--- src/bounding_box_and_sphere_core_macros.svh ---
// Assertion macros for the bounding box and sphere core.
`ifndef BOUNDING_BOX_AND_SPHERE_CORE_MACROS_SVH
`define BOUNDING_BOX_AND_SPHERE_CORE_MACROS_SVH

// Same-cycle implication, sampled on clk, off during rst.
`define BBS_ASSERT_IMP(label, ante, cons, msg) \
  label: assert property (@(posedge clk) disable iff (rst) (ante) |-> (cons)) \
    else $error(msg);

// Next-cycle implication, sampled on clk, off during rst.
`define BBS_ASSERT_NEXT(label, ante, cons, msg) \
  label: assert property (@(posedge clk) disable iff (rst) (ante) |=> (cons)) \
    else $error(msg);

`endif

--- src/bbs_pkg.sv ---
// Shared widths and types for the bounding box and sphere core.
`timescale 1ns / 1ps

package bbs_pkg;

  localparam int COORD_WIDTH = 32;
  localparam int SQ_WIDTH    = 2 * COORD_WIDTH;
  localparam int CNT_WIDTH   = $clog2(COORD_WIDTH + 1);
  localparam int NUM_AXES    = 3;
  localparam int IN_DATA_W   = ((NUM_AXES * COORD_WIDTH + 7) / 8) * 8;
  localparam int OUT_DATA_W  = ((10 * COORD_WIDTH + 7) / 8) * 8;

  typedef logic signed [COORD_WIDTH-1:0] coord_t;

  // tracker control: a vertex transfer and its last flag
  typedef struct packed {
    logic load;
    logic last;
  } trk_ctrl_t;

endpackage

--- src/bbs_tracker.sv ---
// Per-axis running minimum and maximum with batch seeding.
`timescale 1ns / 1ps

module bbs_tracker
  import bbs_pkg::*;
(
  input  logic                 clk,
  input  logic                 rst,
  input  trk_ctrl_t            ctrl,
  input  coord_t [NUM_AXES-1:0] vert,
  output coord_t [NUM_AXES-1:0] vmin,
  output coord_t [NUM_AXES-1:0] vmax
);

  logic started;

  always_ff @(posedge clk) begin
    if (rst) begin
      started <= 1'b0;
      vmin    <= '0;
      vmax    <= '0;
    end else if (ctrl.load) begin
      started <= !ctrl.last;
      for (int a = 0; a < NUM_AXES; a++) begin
        if (!started || (vert[a] < vmin[a])) begin
          vmin[a] <= vert[a];
        end
        if (!started || (vert[a] > vmax[a])) begin
          vmax[a] <= vert[a];
        end
      end
    end
  end

endmodule

--- src/bbs_isqrt.sv ---
// Bit-serial integer square root, one root bit per cycle.
`timescale 1ns / 1ps

module bbs_isqrt
  import bbs_pkg::*;
(
  input  logic                   clk,
  input  logic                   rst,
  input  logic                   start,
  input  logic [SQ_WIDTH-1:0]    radicand,
  output logic                   done,
  output logic [COORD_WIDTH-1:0] root
);

  logic [SQ_WIDTH-1:0]    rad;
  logic [COORD_WIDTH+1:0] rem;
  logic [CNT_WIDTH-1:0]   cnt;
  logic                   busy;

  logic [COORD_WIDTH+1:0] rem_sh;
  logic [COORD_WIDTH+1:0] trial;
  logic                   fits;

  always_comb begin
    rem_sh = {rem[COORD_WIDTH-1:0], rad[SQ_WIDTH-1 -: 2]};
    trial  = {root, 2'b01};
    fits   = (rem_sh >= trial);
  end

  always_ff @(posedge clk) begin
    if (rst) begin
      busy <= 1'b0;
      done <= 1'b0;
      cnt  <= '0;
    end else begin
      done <= 1'b0;
      if (start) begin
        busy <= 1'b1;
        cnt  <= CNT_WIDTH'(COORD_WIDTH);
      end else if (busy) begin
        cnt <= cnt - CNT_WIDTH'(1);
        if (cnt == CNT_WIDTH'(1)) begin
          busy <= 1'b0;
          done <= 1'b1;
        end
      end
    end
  end

  // datapath: restoring digit recurrence
  always_ff @(posedge clk) begin
    if (start) begin
      rad  <= radicand;
      rem  <= '0;
      root <= '0;
    end else if (busy) begin
      rad  <= {rad[SQ_WIDTH-3:0], 2'b00};
      rem  <= fits ? (rem_sh - trial) : rem_sh;
      root <= {root[COORD_WIDTH-2:0], fits};
    end
  end

endmodule

--- src/bounding_box_and_sphere_core.sv ---
// Top level: vertex stream in, bounding box, centre and sphere radius out.
//
//   channel | dir | handshake        | payload
//   s_*     | in  | s_tvalid/tready  | s_tdata: vert_x, vert_y, vert_z; s_tlast: final_vertex
//   m_*     | out | m_tvalid/tready  | m_tdata: box min/max, centre, sphere_radius
//
// A vertex without tlast is taken while s_tready is high; a vertex with tlast
// drops s_tready until the result has been handed to the output register:
// three diff/square/accumulate passes through one multiplier, then the
// bit-serial square root at one bit per cycle and a wait for its done flag.
// rst is synchronous, active high; it clears the bounds and arms seeding.
// The result sits in an output register, so vertices of the next batch are
// taken while it waits; only a second result stalls until m_tready.
`timescale 1ns / 1ps
`include "bounding_box_and_sphere_core_macros.svh"

module bounding_box_and_sphere_core
  import bbs_pkg::*;
(
  input  logic                  clk,
  input  logic                  rst,
  input  logic                  s_tvalid,
  output logic                  s_tready,
  // vert_x, vert_y, vert_z (low to high)
  input  logic [IN_DATA_W-1:0]  s_tdata,
  input  logic                  s_tlast,
  output logic                  m_tvalid,
  input  logic                  m_tready,
  // box_min_x, box_min_y, box_min_z, box_max_x, box_max_y, box_max_z,
  // centre_x, centre_y, centre_z, sphere_radius (low to high)
  output logic [OUT_DATA_W-1:0] m_tdata
);

  localparam logic [2:0] S_IDLE    = 3'd0;
  localparam logic [2:0] S_DIFF    = 3'd1;
  localparam logic [2:0] S_SQR     = 3'd2;
  localparam logic [2:0] S_ACC     = 3'd3;
  localparam logic [2:0] S_ROOT_GO = 3'd4;
  localparam logic [2:0] S_ROOT    = 3'd5;
  localparam logic [2:0] S_LOAD    = 3'd6;

  logic [2:0]             state;
  logic [1:0]             axis;
  logic [COORD_WIDTH-1:0] d_reg;
  logic [SQ_WIDTH-1:0]    prod;
  logic [SQ_WIDTH-1:0]    sum;
  coord_t [NUM_AXES-1:0]  centre;

  coord_t [NUM_AXES-1:0]  vert;
  coord_t [NUM_AXES-1:0]  vmin;
  coord_t [NUM_AXES-1:0]  vmax;
  trk_ctrl_t              trk_ctrl;

  logic                   in_xfer;
  logic [COORD_WIDTH-1:0] extent;
  logic [COORD_WIDTH-1:0] half;
  logic [SQ_WIDTH-1:0]    sq;
  logic                   sq_start;
  logic                   sq_done;
  logic [COORD_WIDTH-1:0] radius;

  assign s_tready = (state == S_IDLE);
  assign in_xfer  = s_tvalid && s_tready;

  always_comb begin
    for (int a = 0; a < NUM_AXES; a++) begin
      vert[a] = s_tdata[a*COORD_WIDTH +: COORD_WIDTH];
    end
    trk_ctrl.load = in_xfer;
    trk_ctrl.last = s_tlast;
  end

  bbs_tracker u_tracker (
    .clk  (clk),
    .rst  (rst),
    .ctrl (trk_ctrl),
    .vert (vert),
    .vmin (vmin),
    .vmax (vmax)
  );

  // max >= min, so the extent fits unsigned in COORD_WIDTH bits
  always_comb begin
    extent = COORD_WIDTH'(vmax[axis] - vmin[axis]);
    half   = extent >> 1;
  end

  assign sq       = d_reg * d_reg;
  assign sq_start = (state == S_ROOT_GO);

  bbs_isqrt u_isqrt (
    .clk      (clk),
    .rst      (rst),
    .start    (sq_start),
    .radicand (sum),
    .done     (sq_done),
    .root     (radius)
  );

  // sequencer
  always_ff @(posedge clk) begin
    if (rst) begin
      state <= S_IDLE;
      axis  <= '0;
    end else begin
      case (state)
        S_IDLE: begin
          if (in_xfer && s_tlast) begin
            axis  <= '0;
            state <= S_DIFF;
          end
        end
        S_DIFF:    state <= S_SQR;
        S_SQR:     state <= S_ACC;
        S_ACC: begin
          if (axis == 2'(NUM_AXES - 1)) begin
            state <= S_ROOT_GO;
          end else begin
            axis  <= axis + 2'd1;
            state <= S_DIFF;
          end
        end
        S_ROOT_GO: state <= S_ROOT;
        S_ROOT: begin
          if (sq_done) begin
            state <= S_LOAD;
          end
        end
        S_LOAD: begin
          if (!m_tvalid || m_tready) begin
            state <= S_IDLE;
          end
        end
        default:   state <= S_IDLE;
      endcase
    end
  end

  // datapath around the shared multiplier
  always_ff @(posedge clk) begin
    if (in_xfer && s_tlast) begin
      sum <= '0;
    end
    if (state == S_DIFF) begin
      d_reg        <= extent - half;
      centre[axis] <= coord_t'(vmin[axis] + half);
    end
    if (state == S_SQR) begin
      prod <= sq;
    end
    if (state == S_ACC) begin
      sum <= sum + prod;
    end
  end

  // output register
  always_ff @(posedge clk) begin
    if (rst) begin
      m_tvalid <= 1'b0;
    end else if ((state == S_LOAD) && (!m_tvalid || m_tready)) begin
      m_tvalid <= 1'b1;
    end else if (m_tready) begin
      m_tvalid <= 1'b0;
    end
  end

  always_ff @(posedge clk) begin
    if ((state == S_LOAD) && (!m_tvalid || m_tready)) begin
      m_tdata <= OUT_DATA_W'({radius, centre[2], centre[1], centre[0],
                              vmax[2], vmax[1], vmax[0],
                              vmin[2], vmin[1], vmin[0]});
    end
  end

  `BBS_ASSERT_NEXT(a_busy_after_last, in_xfer && s_tlast, !s_tready, "ready after last vertex")
  `BBS_ASSERT_IMP(a_done_in_root, sq_done, state == S_ROOT, "root done outside root wait")
  `BBS_ASSERT_IMP(a_root_floor, sq_done, (SQ_WIDTH'(radius) * SQ_WIDTH'(radius)) <= sum, "root too large")

endmodule
--- config.mk ---
export PLATFORM = sky130hd
export DESIGN_NAME = bounding_box_and_sphere_core
export DESIGN_NICKNAME = d
export VERILOG_FILES = /design/src/bbs_pkg.sv /design/src/bbs_tracker.sv /design/src/bbs_isqrt.sv /design/src/bounding_box_and_sphere_core.sv
export VERILOG_INCLUDE_DIRS = /design/src /design/src/src
export SDC_FILE = /design/constraint.sdc
export NUM_CORES = 2
export LEC_CHECK = 0
export BUFFER_PORTS_ARGS = -buffer_cell sky130_fd_sc_hd__buf_4
export CAP_MARGIN = 15
export CORE_MARGIN = 2
export CORE_UTILIZATION = 60
export CTS_BUF_LIST = sky130_fd_sc_hd__clkbuf_8
export DETAILED_ROUTE_END_ITERATION = 6
export PLACE_DENSITY = 0.81
export REMOVE_ABC_BUFFERS = 1
export SYNTH_ARGS = -nofsm -noshare
export SYNTH_HDL_FRONTEND = slang
export SYNTH_SLANG_ARGS = --single-unit
--- constraint.sdc ---
create_clock -name clk -period 21.8 [get_ports clk]
set_clock_uncertainty 0.05 [all_clocks]
set_input_delay 2.18 -clock clk [delete_from_list [all_inputs] [get_ports clk]]
set_output_delay 2.18 -clock clk [all_outputs]
set_load 0.05 [all_outputs]
After elaboration in Yosys (flattened, before gate mapping)
Index checks and enable logic that the tools add are counted.

Bits in registers: 911. Output and inout bits: 322. Bits of input ports: 101. Logic and storage cells: 111.

Add/subtract/negate cells: 7. Equality and inequality tests: 12. Bitwise operators: 1. Reduce and logical (&&, ||, !) cells: 29. $mul: 1. Magnitude comparators: 9. Mux-type cells: 28.

Operators with widths (count): $mux W64 (4); $bmux W32 S2 (2); $mux W32 (4); $bwmux W96 (1); $gt A32 B32 Y1 (3); $lt A32 B32 Y1 (3); $add A64 B64 Y64 (1); $demux W32 S2 (1); $mul A32 B32 Y64 (1); $sub A32 B32 Y32 (2); $ge A34 B34 Y1 (1); $add A32 B31 Y32 (1); $sub A32 B31 Y32 (1); $pmux W3 S7 (1); $mux W3 (4); $mux W6 (2); $reduce_and A2 Y1 (6); $eq A3 B3 Y1 const B (3); $reduce_bool A2 Y1 (4); $logic_or A1 B1 Y1 (7); $eq A3 B2 Y1 const B (2); $eq A6 B1 Y1 const B (1); $mux W1 (6); $reduce_and A3 Y1 (2); 16 further kinds (24).

Depth between registers and ports, before layout
Depth in word-level cells: 5. Mapped depth: 30. Mapped depth without buffers: 27.

Hierarchy
A second synthesis with hierarchy kept.

Cells, all modules: 7563. Area, all modules: 77126.5 um^2.

By module, submodules not included: bounding_box_and_sphere_core (sequential area each 17386.7 um^2, instances 1, area each 57383.8 um^2, cells each 5365); bbs_tracker (sequential area each 3863.7 um^2, instances 1, area each 12147.9 um^2, cells each 1426); bbs_isqrt (sequential area each 3363.2 um^2, instances 1, area each 7594.8 um^2, cells each 772).

Worst setup path after synthesis
Ideal clock, no wire load.

Kind: input to register. From: input port m_tready. To: register m_tdata[0] (enable). Data arrival time: 15448 ps. Required time: 20742 ps. Library setup time: 1008 ps. Stages on the path: 2. Slack: 5294 ps. Path through: nor2b_1 > nor2_1.

Word-level cells in the longest chain between the ends: 2.

RTL lines: start: declaration (line bounding_box_and_sphere_core.sv:28) `input logic m_tready,`; $logic_or A1 B1 Y1 (line bounding_box_and_sphere_core.sv:168) `if ((state == S_LOAD) && (!m_tvalid || m_tready)) begin`; $logic_and A1 B1 Y1 (line bounding_box_and_sphere_core.sv:168); end signal: assignment (line bounding_box_and_sphere_core.sv:169) `m_tdata <= OUT_DATA_W'({radius, centre[2], centre[1], centre[0],`; end: declaration (line bounding_box_and_sphere_core.sv:31) `output logic [OUT_DATA_W-1:0] m_tdata`.

No other way between the ends. A chain may end at the register's enable or synchronous reset.

Worst setup path in the final report
From: register d_reg[13]. To: register prod[63], data pin.

Word-level cells in the longest chain between the ends: 1.

RTL lines: start: declaration (line bounding_box_and_sphere_core.sv:44) `logic [COORD_WIDTH-1:0] d_reg;`; start signal: assignment (line bounding_box_and_sphere_core.sv:145) `d_reg <= extent - half;`; $mul A32 B32 Y64 (line bounding_box_and_sphere_core.sv:88) `assign sq = d_reg * d_reg;`; via sq[63] (line bounding_box_and_sphere_core.sv:57) `logic [SQ_WIDTH-1:0] sq;`; end signal: assignment (line bounding_box_and_sphere_core.sv:149) `prod <= sq;`; end: declaration (line bounding_box_and_sphere_core.sv:45) `logic [SQ_WIDTH-1:0] prod;`.

The timed path passes the listed nets, and every way through them passes these cells.

==> results.py <==
metrics = {
    "sta": {
        "slew_viol_final": 0,
        "worstMarginPinSlew_ns": 1.169,
        "final-setup-viol-count": 0,
        "hold_viol": 0,
        "finalCritPeriodShare_pct": 40.54,
        "max_freq_ghz": 0.1131,
        "tns_ns": 0,
        "period_minus_slack_ns": 8.839,
        "slew_headroom_pct": 22.09,
        "rsz0062_at_grt": "no",
    },
    "logic_synthesis": {
        "synth_flop_cell": "edfxtp_1",
        "syn-cell-area_um2": 75840,
        "synth-async-reset-ratio_pct": 0,
        "syn_avg_cell_area_um2": 10.20,
        "synth_cell_types": 90,
        "syn-instance-count": 7436,
        "synth_edf_count": 639,
        "synth_warnings": 0,
        "ys_ff_latch": 910,
        "yosysSeqAreaShare_pct": 32.46,
    },
    "setup_path": {
        "worst_setup_path_end_kind": "flop",
        "cp.arrival_ns": 9.45,
        "slowest_stage": "edfxtp_1",
        "path_common_cell": "fa_1",
        "path_max_fanout": 19,
        "required_ns": 22.41,
        "criticalPathCategory": "flop to flop",
        "startpoint_type": "flop",
        "slowest_delay_ns": 0.69,
    },
    "finish": {
        "finish.instance_area_um2": 83840,
        "largest_register_ffs": 320,
        "drive_above_1_share_pct": 9.762,
        "n_fill_cell": 9496,
        "top_register": "m_tdata",
        "final_common_cell": "inv_1",
        "final_util_pct": 66.77,
        "layout.nets": 9384,
        "multi_input_area_um2": 45340,
        "final_cells": 9595,
        "regArea_um2": 24620,
        "layout_common_cells": "inv_1 (1,366), fa_1 (795), nand2_1 (707)",
        "area_delta_synth_final_pct": 10.56,
    },
    "placement": {
        "place_inst": 9301,
        "place_area_um2": 80600,
        "hpwl_um": 154300,
        "numPortBuffers": 422,
        "gp_congestion": 0.9730,
    },
    "routing": {
        "vias_per_cell": 5.765,
        "post_drt_wl_per_cell_um": 21.15,
        "ant_nets": 0,
        "via_count": 55310,
        "firstDrtPassIters": 5,
        "first_iter_violations": 4349,
        "finalWirelength_um": 203000,
        "drc": 0,
    },
    "clock_network": {
        "cts_resized": 0,
        "cts_max_level": 4,
        "cts-root-buf": "clkbuf_8",
        "cts_tree": "yes",
        "cts_setup_buffers": 0,
        "cts_buffers": 154,
        "clk_path_buf_depth": 3,
        "insertion_delay_ns": 0.94,
        "cts_hold_buf": 0,
        "clkSlewWorstSetupHoldPaths_ns": 0.09,
        "cts_num_sinks": 910,
    },
    "global_route": {
        "grtUsageMet1_pct": 39.50,
        "grt_pass1_wl_um": 318600,
        "antenna_found_initial": 8,
        "grt_max_degree": 149,
        "grt_pass1_vias": 58210,
        "grt-ovfl-total": 0,
        "busiest_layer": "met2",
        "grt_usage_pct": 31.60,
        "use_met2_pct": 51.92,
        "grtUsageMet3_pct": 8.342,
    },
    "flow_run": {
        "maxCapViolCount": 0,
    },
    "floorplan": {
        "die_w_um": 359.5,
        "initial_core_util_pct": 60.39,
        "row_count": 130,
        "die_h_um": 359.5,
        "dieArea_um2": 129300,
        "num_io_pins": 423,
        "fp.coreArea_um2": 125600,
    },
    "run_status": {
        "status": "completed",
    },
    "hold_path": {
        "hold_class": "flop to flop",
    },
}
[synthesized netlist by cell type, drive strengths merged (34+ instances only)]
master | number | area share, %
inv | 1312 | 6.5
ha | 680 | 11
fa | 795 | 21
o21bai | 53 | 0.53
o22ai | 34 | 0.28
edfxtp | 639 | 25
nor3 | 48 | 0.32
mux2i | 297 | 3.9
buf | 45 | 0.27
xor2 | 101 | 1.2
a31oi | 40 | 0.33
o21ai | 181 | 1.2
nor2 | 471 | 2.3
a21o | 192 | 1.9
and2 | 258 | 2.1
nand2b | 42 | 0.35
nor2b | 57 | 0.47
xnor2 | 155 | 1.8
dfxtp | 271 | 7.2
a21oi | 314 | 2.1
nand4 | 72 | 0.59
clkbuf | 224 | 1.1
nand3 | 59 | 0.39
nand2 | 709 | 3.5
[layout make-up]
type | count | area share, %
Inverter | 1312 | 5.874
Clock buffer | 170 | 2.791
Multi-Input combinational cell | 4945 | 54.08
Antenna cell | 6 | 0.01791
Tap cell | 1650 | 2.462
Sequential cell | 910 | 29.37
Clock inverter | 117 | 1.033
Timing Repair Buffer | 485 | 4.377
[per-stage QoR]
step	hold slack, ns	setup slack (ns)
detailed placement	0.3545	12.96
global route	0.3568	12.69
finish	0.3388	12.96
global placement	0.3521	13.20
floorplan	0.3503	5.294
CTS	0.3359	12.99
[kinds of logic after synthesis]
kind of cell	count (synthesis)	share of synthesized area (%)
flops	910	32.46
compound gates	1092	9.459
mux	300	3.965
simple gates	1822	11.08
xor+xnor	256	2.957
buf+inv	1581	7.875
fa+ha+maj	1475	32.21
[worst paths after layout]
kind              startpoint            to  slack (ns)  cells past startpoint
setup reg to reg   d_reg[13]      prod[63]       12.96                     25
setup / recovery   d_reg[13]      prod[63]       12.96                     25
hold / removal    centre[51]  m_tdata[243]        0.34                      0
hold reg to reg   centre[51]  m_tdata[243]        0.34                      0
[metal layers]
layer  part of all wire, %  up-vias
li1                      -    25320
met5                 0.016        -
met4                   4.5        6
met2                    47     2306
met1                    39    27190
met3                   9.1      489
[worst max-delay path: cells and delay by family, from the launching register on]
family / cells / cell delay [ns]
adder cells (fa/ha/maj): 9 / 4.50
AND/OR/NAND/NOR: 5 / 1.54
buffers and inverters: 6 / 0.74
AO/OA/AOI/OAI: 5 / 1.07
flip-flops: 1 / 0.69
Power is not shown: default switching activity piles up to over one toggle a cycle in this logic, so the estimate is an artifact.
